**src/rtl/lzwh_pkg.sv**
```systemverilog
`default_nettype none
// -----------------------------------------------------------------------------
// lzwh_pkg
// Shared types, constants and helpers of the hashed LZW encoder.
// -----------------------------------------------------------------------------
package lzwh_pkg;

   localparam int HASH_SLOTS_DEFAULT = 65536;
   localparam int CODE_BITS          = 16;
   localparam int NFC_BITS           = 17;
   localparam int WIDTH_BITS         = 5;
   localparam int EPOCH_BITS         = 8;
   localparam int CSR_ADDR_BITS      = 4;
   localparam int CSR_DATA_BITS      = 32;

   localparam logic [NFC_BITS-1:0]   FIRST_FREE_CODE = 17'd256;
   localparam logic [WIDTH_BITS-1:0] WIDTH_FLOOR     = 5'd9;
   localparam logic [WIDTH_BITS-1:0] WIDTH_CEIL      = 5'd16;

   // register indexes, taken from paddr[3:2]
   localparam logic [1:0] REG_MIN_CODE_BITS = 2'd0;
   localparam logic [1:0] REG_MAX_CODE_BITS = 2'd1;
   localparam logic [1:0] REG_EARLY_RESET   = 2'd2;

   typedef struct packed {
      logic [7:0] data_byte;
      logic       end_of_stream;
   } req_type;

   typedef struct packed {
      logic [15:0]           out_code;
      logic [WIDTH_BITS-1:0] code_width;
      logic                  dict_was_reset;
      logic                  last_code;
   } rsp_type;

   typedef struct packed {
      logic [EPOCH_BITS-1:0] epoch;
      logic [15:0]           prefix;
      logic [7:0]            data_byte;
      logic [15:0]           code;
   } entry_type;

   typedef struct packed {
      logic accept;
      logic start;
      logic probe_next;
      logic hit;
      logic probe_miss;
      logic miss_commit;
      logic flush;
      logic wipe_step;
   } cmd_type;

   typedef struct packed {
      logic prefix_valid;
      logic eos;
      logic entry_valid;
      logic entry_match;
      logic probe_exhausted;
      logic reset_due;
      logic epoch_last;
      logic out_free;
      logic wipe_last;
   } status_type;

   function automatic logic [WIDTH_BITS-1:0] eff_min(input logic [WIDTH_BITS-1:0] m);
      logic [WIDTH_BITS-1:0] r;
      r = m;
      if (r < WIDTH_FLOOR) r = WIDTH_FLOOR;
      if (r > WIDTH_CEIL) r = WIDTH_CEIL;
      return r;
   endfunction

   function automatic logic [WIDTH_BITS-1:0] eff_max(input logic [WIDTH_BITS-1:0] mx,
                                                     input logic [WIDTH_BITS-1:0] mn);
      logic [WIDTH_BITS-1:0] r;
      logic [WIDTH_BITS-1:0] lo;
      lo = eff_min(mn);
      r  = mx;
      if (r > WIDTH_CEIL) r = WIDTH_CEIL;
      if (r < lo) r = lo;
      return r;
   endfunction

endpackage
`default_nettype wire

```
**src/rtl/lzwh_ctrl.sv**
```systemverilog
`default_nettype none
// -----------------------------------------------------------------------------
// lzwh_ctrl
// Sequencer of the encoder: accept, probe, emit, flush and table wipe.
// -----------------------------------------------------------------------------
module lzwh_ctrl (
   input  wire logic                 clock,
   input  wire logic                 reset,
   input  wire logic                 req_valid,
   output logic                      req_ready,
   input  wire lzwh_pkg::status_type status,
   output lzwh_pkg::cmd_type         cmd
);

   typedef enum logic [5:0] {
      S_WIPE  = 6'b000001,
      S_IDLE  = 6'b000010,
      S_START = 6'b000100,
      S_PROBE = 6'b001000,
      S_MISS  = 6'b010000,
      S_FLUSH = 6'b100000
   } state_type;

   state_type state_ff, state_in;

   always_comb begin
      state_in  = state_ff;
      cmd       = '0;
      req_ready = 1'b0;
      case (state_ff)
         S_WIPE: begin
            cmd.wipe_step = 1'b1;
            if (status.wipe_last) begin
               state_in = status.eos ? S_FLUSH : S_IDLE;
            end
         end
         S_IDLE: begin
            req_ready = 1'b1;
            if (req_valid) begin
               cmd.accept = 1'b1;
               state_in   = status.prefix_valid ? S_PROBE : S_START;
            end
         end
         S_START: begin
            cmd.start = 1'b1;
            if (status.epoch_last) state_in = S_WIPE;
            else state_in = status.eos ? S_FLUSH : S_IDLE;
         end
         S_PROBE: begin
            if (!status.entry_valid ||
                (!status.entry_match && status.probe_exhausted)) begin
               cmd.probe_miss = 1'b1;
               state_in       = S_MISS;
            end else if (status.entry_match) begin
               cmd.hit  = 1'b1;
               state_in = status.eos ? S_FLUSH : S_IDLE;
            end else begin
               cmd.probe_next = 1'b1;
            end
         end
         S_MISS: begin
            // hold until the result register can take the code
            if (status.out_free) begin
               cmd.miss_commit = 1'b1;
               if (status.reset_due && status.epoch_last) state_in = S_WIPE;
               else state_in = status.eos ? S_FLUSH : S_IDLE;
            end
         end
         S_FLUSH: begin
            if (status.out_free) begin
               cmd.flush = 1'b1;
               state_in  = S_IDLE;
            end
         end
         default: begin
            state_in = S_IDLE;
         end
      endcase
   end

   always_ff @(posedge clock) begin
      if (reset) begin
         state_ff <= S_WIPE;
      end else begin
         state_ff <= state_in;
      end
   end

`ifndef ASSERT_OFF
   a_wipe_blocks_requests: assert property (@(posedge clock) disable iff (reset)
      (state_ff == S_WIPE) |-> !req_ready)
      else $error("request accepted during table wipe");
   a_probe_follows_accept: assert property (@(posedge clock) disable iff (reset)
      (cmd.accept && status.prefix_valid) |=> (state_ff == S_PROBE))
      else $error("accepted request did not start a probe");
   a_hit_needs_match: assert property (@(posedge clock) disable iff (reset)
      cmd.hit |-> (status.entry_valid && status.entry_match))
      else $error("hit taken without a matching entry");
`endif

endmodule
`default_nettype wire

```
**config.mk**
```make
export PLATFORM = sky130hd
export DESIGN_NAME = lzwh_ctrl
export DESIGN_NICKNAME = d
export VERILOG_FILES = /design/src/rtl/lzwh_pkg.sv /design/src/rtl/lzwh_ctrl.sv
export SDC_FILE = /design/constraint.sdc
export NUM_CORES = 1
export LEC_CHECK = 0
export BUFFER_PORTS_ARGS = -buffer_cell sky130_fd_sc_hd__buf_2
export CORE_AREA = 10 10 47 49
export CTS_CLUSTER_DIAMETER = 100
export DETAILED_ROUTE_END_ITERATION = 8
export DIE_AREA = 0 0 57 59
export GPL_TIMING_DRIVEN = 0
export SLEW_MARGIN = 20
export SYNTH_ARGS = -nofsm -noshare
export SYNTH_HDL_FRONTEND = slang
export SYNTH_SLANG_ARGS = --single-unit
```
**constraint.sdc**
```tcl
create_clock -name clock -period 2.1 [get_ports clock]
set_input_delay 0.21 -clock clock [delete_from_list [all_inputs] [get_ports clock]]
set_output_delay 0.21 -clock clock [all_outputs]
set_load 0.05 [all_outputs]
```
==> metrics.md, run 1 <==
| Metric | Value |
|---|---|
| Status | `completed` |
| Syn avg cell area | `8.59 µm²` |
| Register area | `121 µm²` |
| Starting Density | `0.355` |
| Worst min-delay path class | `primary input to flip-flop` |
| Routed length on met3 | `19 µm` |
| Final Cycle Share | `0.963` |
| CTS Root Cell | `clkbuf_4` |
| Distinct cells, synth | `35` |
| Crit-path max cell delay | `0.52 ns` |
| # IOs | `21` |
| Crit path required time | `1.89 ns` |
| Fin cells | `98` |
| H-tree levels | `1` |
| Flops & latches, synth | `6` |
| Per-cell routed wire length | `14.2 µm` |
| Area growth syn-to-layout | `39.2%` |
| Post-route ant nets | `0` |
| Clock latency on the worst-skew pair | `0.25 ns` |
| Critical path's slowest cell | `or4_1` |
| Port buffer count | `20` |
| R2r endpoint | `state_ff[0]` |
| Actual slew at the worst max-slew pin | `0.416 ns` |
| CTS buffer count | `3` |
| Worst Skew | `0.00396 ns` |
| Vias per cell | `5.48` |
| DR vias | `537` |
| Hold WS | `0.195 ns` |
| Critical path class | `flip-flop to primary output` |
| GRT Util Overall | `0.0872` |
| VDD IR max | `0.000354 V` |
| Maxcap violations | `0` |
| Final Hold Viols | `0` |
| Number of synthesized flops with an enable pin | `0` |
| Grt total ovfl | `0` |
| RR Startpoint | `state_ff[4]` |
| Die Y | `59 µm` |
| WL final | `1390 µm` |
| Layout cell share with drive strength beyond 1 | `0.476` |
| HPWL after DPL | `1160 µm` |
| CP Max Fanout | `6` |
| Largest net degree at the start of global routing | `9` |
| Cell row count | `14` |
| Crit path launch type | `flip-flop` |
| Leak | `0.301 nW` |
| Final setup vio count | `0` |
| Clock Tree Buf Depth | `2` |
| Core area | `1400 µm²` |
| Mapped Area | `498 µm²` |
| Remaining DRCs | `0` |
| CP Cell Sequence | `or4_1, clkbuf_4, nor3b_4, buf_2` |
| Synth Net Count | `70` |
| CTS tree | `yes` |
| Minimum clock period | `2.02 ns` |
| Pwr per Cell Area | `720 nW/µm²` |
| Vias in the first global route | `542` |
| Metal-1 WL | `626 µm` |
| Synth Flop Type | `dfxtp_1` |
| 1st-iter DRT viols | `6` |
| Highest metal used | `met4` |
| Fin. max-slew vios | `0` |
| Seq/Total Area, Yosys | `0.241` |
| Initial antenna violation count | `0` |
| Die area | `3360 µm²` |
| Mapped Cells | `58` |
| Max reg flops | `6` |
| Critical path arrival | `1.81 ns` |
| Detailed Routing Iterations Pass 1 | `3` |
| Nets | `96` |
| Synth warn | `0` |
| Worst Setup End Kind | `primary output` |
| Die Span X | `57 µm` |
| Inserted Diodes | `0` |
| First-pass GRT wire length | `2440 µm` |
| Largest registers | `state_ff (6)` |
| R2R Setup Slk | `0.17 ns` |
| Peak Freq | `495 MHz` |
| Most flops, register | `state_ff` |
| RSZ-0062 raised after global routing | `false` |
| Slew headroom | `0.719` |
| GPL Wtd Cong | `0.703` |
| Setup TNS | `0 ns` |
| Clock Sink Count | `6` |
| Fillers | `149` |
| Worst-case reg-to-reg path depth | `5` |
| Post-CTS Hold Buffers | `0` |
| Worst-path clk slew | `0.05 ns` |
| Asr flop ratio synth | `0` |
| Hold EP | `state_ff[5]` |
| Hold path cells | `2` |
| Multi-input logic area | `393 µm²` |
| Inst Count DP | `94` |
| Routed length on met2 | `709 µm` |
| Hold path start | `reset` |
-- kinds of logic after synthesis --
kind of cell	count (synthesis)	share of synthesized area
xor gates and xnor gates	2	0.0352
DFF	6	0.241
buffers and inverters	3	0.0377
and+or+nand+nor	33	0.495
AOI/OAI and AO/OA	14	0.191
-- cells in the mapped netlist, types with 2 or more instances --
| cell | instances | share of area |
|---|---|---|
| dfxtp_1 | 6 | 0.24 |
| nor4_1 | 2 | 0.025 |
| nor2_1 | 4 | 0.030 |
| nor3_1 | 6 | 0.060 |
| or2b_1 | 3 | 0.045 |
| a21oi_1 | 2 | 0.020 |
| nor3b_1 | 2 | 0.030 |
| and2_1 | 2 | 0.025 |
| or4_1 | 2 | 0.030 |
| o21ai_0 | 4 | 0.040 |
-- final cells by class --
cell class                      instances  share of cell area
Buffer                                  2              0.0217
Clock buffer                            3              0.0325
Sequential cell                         6               0.175
Multi-Input combinational cell         49               0.567
Inverter                                1             0.00542
Timing Repair Buffer                   21               0.170
Tap cell                               16              0.0289
-- placed cells by master (no fill, tap or decap), drive strengths merged, types with 2 or more instances in the layout --
cell / synthesis / final
clkbuf: 1 / 6
a21oi: 2 / 2
and2: 2 / 2
nor2: 4 / 4
nor3: 6 / 6
and3: 2 / 2
o21ai: 4 / 4
dfxtp: 6 / 6
nor3b: 2 / 2
buf: 1 / 20
nor4b: 2 / 2
or2b: 3 / 3
nor4: 4 / 4
or4: 4 / 4
-- power by group --
group / switching (mW) / internal (mW)
combinational: 0.140 / 0.104
sequential: 0.0199 / 0.127
clock: 0.0439 / 0.0648
total: 0.204 / 0.295
-- routing by layer --
metal,up-vias,global-route usage
met1,249,0.0970
li1,273,-
met2,10,0.149
met3,5,0.0129
met4,0,0.0604
met5,-,0
-- timing repair --
| action | in CTS | in global routing |
|---|---|---|
| gates resized for setup | 1 | 7 |
| endpoints found under the hold margin | 0 | 0 |
| buffers inserted | 1 | 0 |
| endpoints found under the setup margin | 1 | 3 |
| pin swaps | 1 | 1 |
-- stage by stage --
step	setup slack, ns	util	cell area [µm²]	total power [mW]
after floorplan	-0.283	-	520	0.329
after global placement	0.146	0.457	641	0.383
final	0.0781	0.495	693	0.499
after detailed placement	0.150	0.457	641	0.382
after global routing	0.000781	0.495	693	0.529
after CTS	0.0150	0.480	673	0.493
-- how the worst max path moves through the flow --
stage | startpoint | to | slack [ns]
final | state_ff[2] | cmd[0] | 0.08
after global routing | state_ff[2] | cmd[0] | 0.0008
after CTS | state_ff[2] | cmd[7] | 0.02
after detailed placement | state_ff[4] | cmd[5] | 0.15
after global placement | state_ff[4] | cmd[5] | 0.15
after floorplan | state_ff[2] | cmd[7] | -0.28
-- worst max-delay path: cells and delay by family, from the launching register on --
kind	cells	cell delay, ns
buffers and inverters	2	0.48
flip-flops	1	0.35
AND/OR/NAND/NOR	2	0.73
(Power assumes the default switching activity.)
==> run 2: changes to the inputs <==
--- a/config.mk
+++ b/config.mk
@@ -6,12 +6,13 @@
 export NUM_CORES = 1
 export LEC_CHECK = 0
 export BUFFER_PORTS_ARGS = -buffer_cell sky130_fd_sc_hd__buf_2
-export CORE_AREA = 10 10 47 49
+export CORE_MARGIN = 10
+export CORE_UTILIZATION = 38
 export CTS_CLUSTER_DIAMETER = 100
 export DETAILED_ROUTE_END_ITERATION = 8
-export DIE_AREA = 0 0 57 59
 export GPL_TIMING_DRIVEN = 0
-export SLEW_MARGIN = 20
+export PLACE_DENSITY = 0.66
+export SLEW_MARGIN = 10
 export SYNTH_ARGS = -nofsm -noshare
 export SYNTH_HDL_FRONTEND = slang
 export SYNTH_SLANG_ARGS = --single-unit
==> constraint.sdc (replaced) <==
create_clock -name clock -period 1.9 [get_ports clock]
set_input_delay 0.19 -clock clock [delete_from_list [all_inputs] [get_ports clock]]
set_output_delay 0.19 -clock clock [all_outputs]
set_load 0.05 [all_outputs]
==> run 2 against run 1 <==
The run now ends with negative setup slack left. Largest cell class unchanged. Non-clock buffer count rose by 10. Critical path depth rose by 1. Largest power group unchanged. Count of clock-buffer cells in the layout did not move. First-iteration DRC count rose to 3.2 times the previous value.
==> metrics.md, run 2 (same netlist as run 1, synthesis figures left out) <==
| Metric | Value |
|---|---|
| Status | `complete, but fails checks` |
| Failing checks | `negative setup slack` |
| Worst-path clk slew | `0.05 ns` |
| Worst min-delay path class | `primary input to flip-flop` |
| Inserted Diodes | `0` |
| Worst Setup End Kind | `primary output` |
| Initial antenna violation count | `0` |
| Hold path start | `reset` |
| RR Startpoint | `state_ff[2]` |
| Setup ws final | `-0.0107 ns` |
| Fillers | `93` |
| Comb power frac | `0.577` |
| Inst Count DP | `92` |
| 1st-iter DRT viols | `19` |
| Area growth syn-to-layout | `80.2%` |
| Vias in the first global route | `600` |
| Switching part of the total | `0.392` |
| Multi-input logic area | `453 µm²` |
| Max reg flops | `6` |
| Fin cells | `106` |
| Critical path class | `flip-flop to primary output` |
| Pre-CTS setup slack | `-0.0860 ns` |
| Clock network fraction of total power | `0.177` |
| CTS buffer count | `3` |
| VDD IR max | `0.000622 V` |
| H-tree levels | `1` |
| GRT Util Overall | `0.101` |
| Crit path required time | `1.71 ns` |
| Worst-case reg-to-reg path depth | `6` |
| Psw | `0.263 mW` |
| # IOs | `21` |
| Hold WS | `0.188 ns` |
| Largest registers | `state_ff (6)` |
| Per-cell routed wire length | `17.6 µm` |
| WL final | `1860 µm` |
| Detailed Routing Iterations Pass 1 | `4` |
| CTS tree | `yes` |
| Layout cell share with drive strength beyond 1 | `0.674` |
| First-pass GRT wire length | `2650 µm` |
| Post-route ant nets | `0` |
| Leak | `0.378 nW` |
| Hold path cells | `2` |
| HPWL after DPL | `1140 µm` |
| Most flops, register | `state_ff` |
| Peak Freq | `523 MHz` |
| Die area | `3160 µm²` |
| Cell row count | `12` |
| Setup TNS | `-0.0176 ns` |
| Hold EP | `state_ff[3]` |
| Maxcap violations | `0` |
| Port buffer count | `20` |
| R2r endpoint | `state_ff[0]` |
| R2R Setup Slk | `-0.01 ns` |
| Final Util | `0.766` |
| CP Max Fanout | `6` |
| Placed Area | `641 µm²` |
| Sequential power share | `0.246` |
| Remaining DRCs | `0` |
| Largest net degree at the start of global routing | `9` |
| Final total power | `0.670 mW` |
| Starting Density | `0.425` |
| Worst Skew | `0.00701 ns` |
| Pwr per Cell Area | `747 nW/µm²` |
| Clock latency on the worst-skew pair | `0.25 ns` |
| Critical path arrival | `1.72 ns` |
| Register area | `131 µm²` |
| Nets | `106` |
| Final Cycle Share | `1.01` |
| Vias per cell | `5.86` |
| Crit path launch type | `flip-flop` |
| Core area | `1170 µm²` |
| Die Y | `56.2 µm` |
| Die Span X | `56.2 µm` |
| Fin area | `897 µm²` |
| CTS Root Cell | `clkbuf_4` |
| Clock Tree Buf Depth | `2` |
| RSZ-0062 raised after global routing | `true` |
| Slew headroom | `0.692` |
| Grt total ovfl | `0` |
| Minimum clock period | `1.91 ns` |
| Clock Sink Count | `6` |
| Post-CTS Hold Buffers | `0` |
| Final Hold Viols | `0` |
| Actual slew at the worst max-slew pin | `0.458 ns` |
| Fin. max-slew vios | `0` |
| Final setup vio count | `3` |
| GPL Wtd Cong | `0.724` |
| P_int | `0.407 mW` |
| Most frequent cells in the layout | `buf_2 (11), buf_4 (11), buf_6 (5), clkbuf_4 (5)` |
| DR vias | `621` |
[run 2: changes by cell type in the layout (fill, tap and decap cells not counted), moves of 2 or more]
cell / before / now
buf_6: 0 / 5
and2_4: 0 / 2
and2_1: 2 / 0
dfxtp_1: 5 / 1
nor2_4: 0 / 2
buf_8: 0 / 4
buf_2: 16 / 11
dfxtp_2: 1 / 3
nor2_1: 3 / 1
buf_4: 4 / 11
dfxtp_4: 0 / 2
[run 2: worst max-delay path by stage]
stage | slack, ns | to | startpoint
global route | -0.09 | cmd[7] | state_ff[2]
detailed placement | -0.09 | state_ff[0] | state_ff[4]
finish | -0.01 | cmd[4] | state_ff[5]
floorplan | -0.38 | state_ff[0] | state_ff[5]
CTS | -0.01 | cmd[0] | state_ff[2]
global placement | -0.06 | cmd[5] | state_ff[5]
[run 2: metal layers]
layer  part of all wire  wire [µm]  global-route usage  vias up
li1                   -          -                   -      294
met1               0.38        711               0.104      298
met2               0.52        975               0.167       25
met3              0.082        152              0.0569        4
met4              0.013         25              0.0341        0
met5                  0          0                   0        -
[run 2: cell type report]
class / instances / area share
Multi-Input combinational cell: 49 / 0.505
Timing Repair Buffer: 31 / 0.271
Sequential cell: 6 / 0.146
Buffer: 2 / 0.0293
Clock buffer: 3 / 0.0251
Tap cell: 14 / 0.0195
Inverter: 1 / 0.00418
[run 2: repair_timing]
action,4_1_cts,5_1_grt
buffers inserted,2,9
endpoints found under the setup margin,12,12
pin swaps,6,10
gates resized for setup,23,22
[run 2: power by group through the flow]
stage / registers, mW / logic, mW / clock network (mW)
2_1_floorplan: 0.157 / 0.207 / 0
3_3_place_gp: 0.164 / 0.259 / 0
3_5_place_dp: 0.164 / 0.259 / 0
4_1_cts: 0.164 / 0.296 / 0.123
5_1_grt: 0.167 / 0.415 / 0.131
6_report: 0.165 / 0.387 / 0.119
[run 2: critical path, cell delays in order, from the launching register on]
cell and delay, ns:
dfxtp_1 0.30, buf_6 0.12, or4_4 0.61, nor2_4 0.12
and3_4 0.19, buf_8 0.14
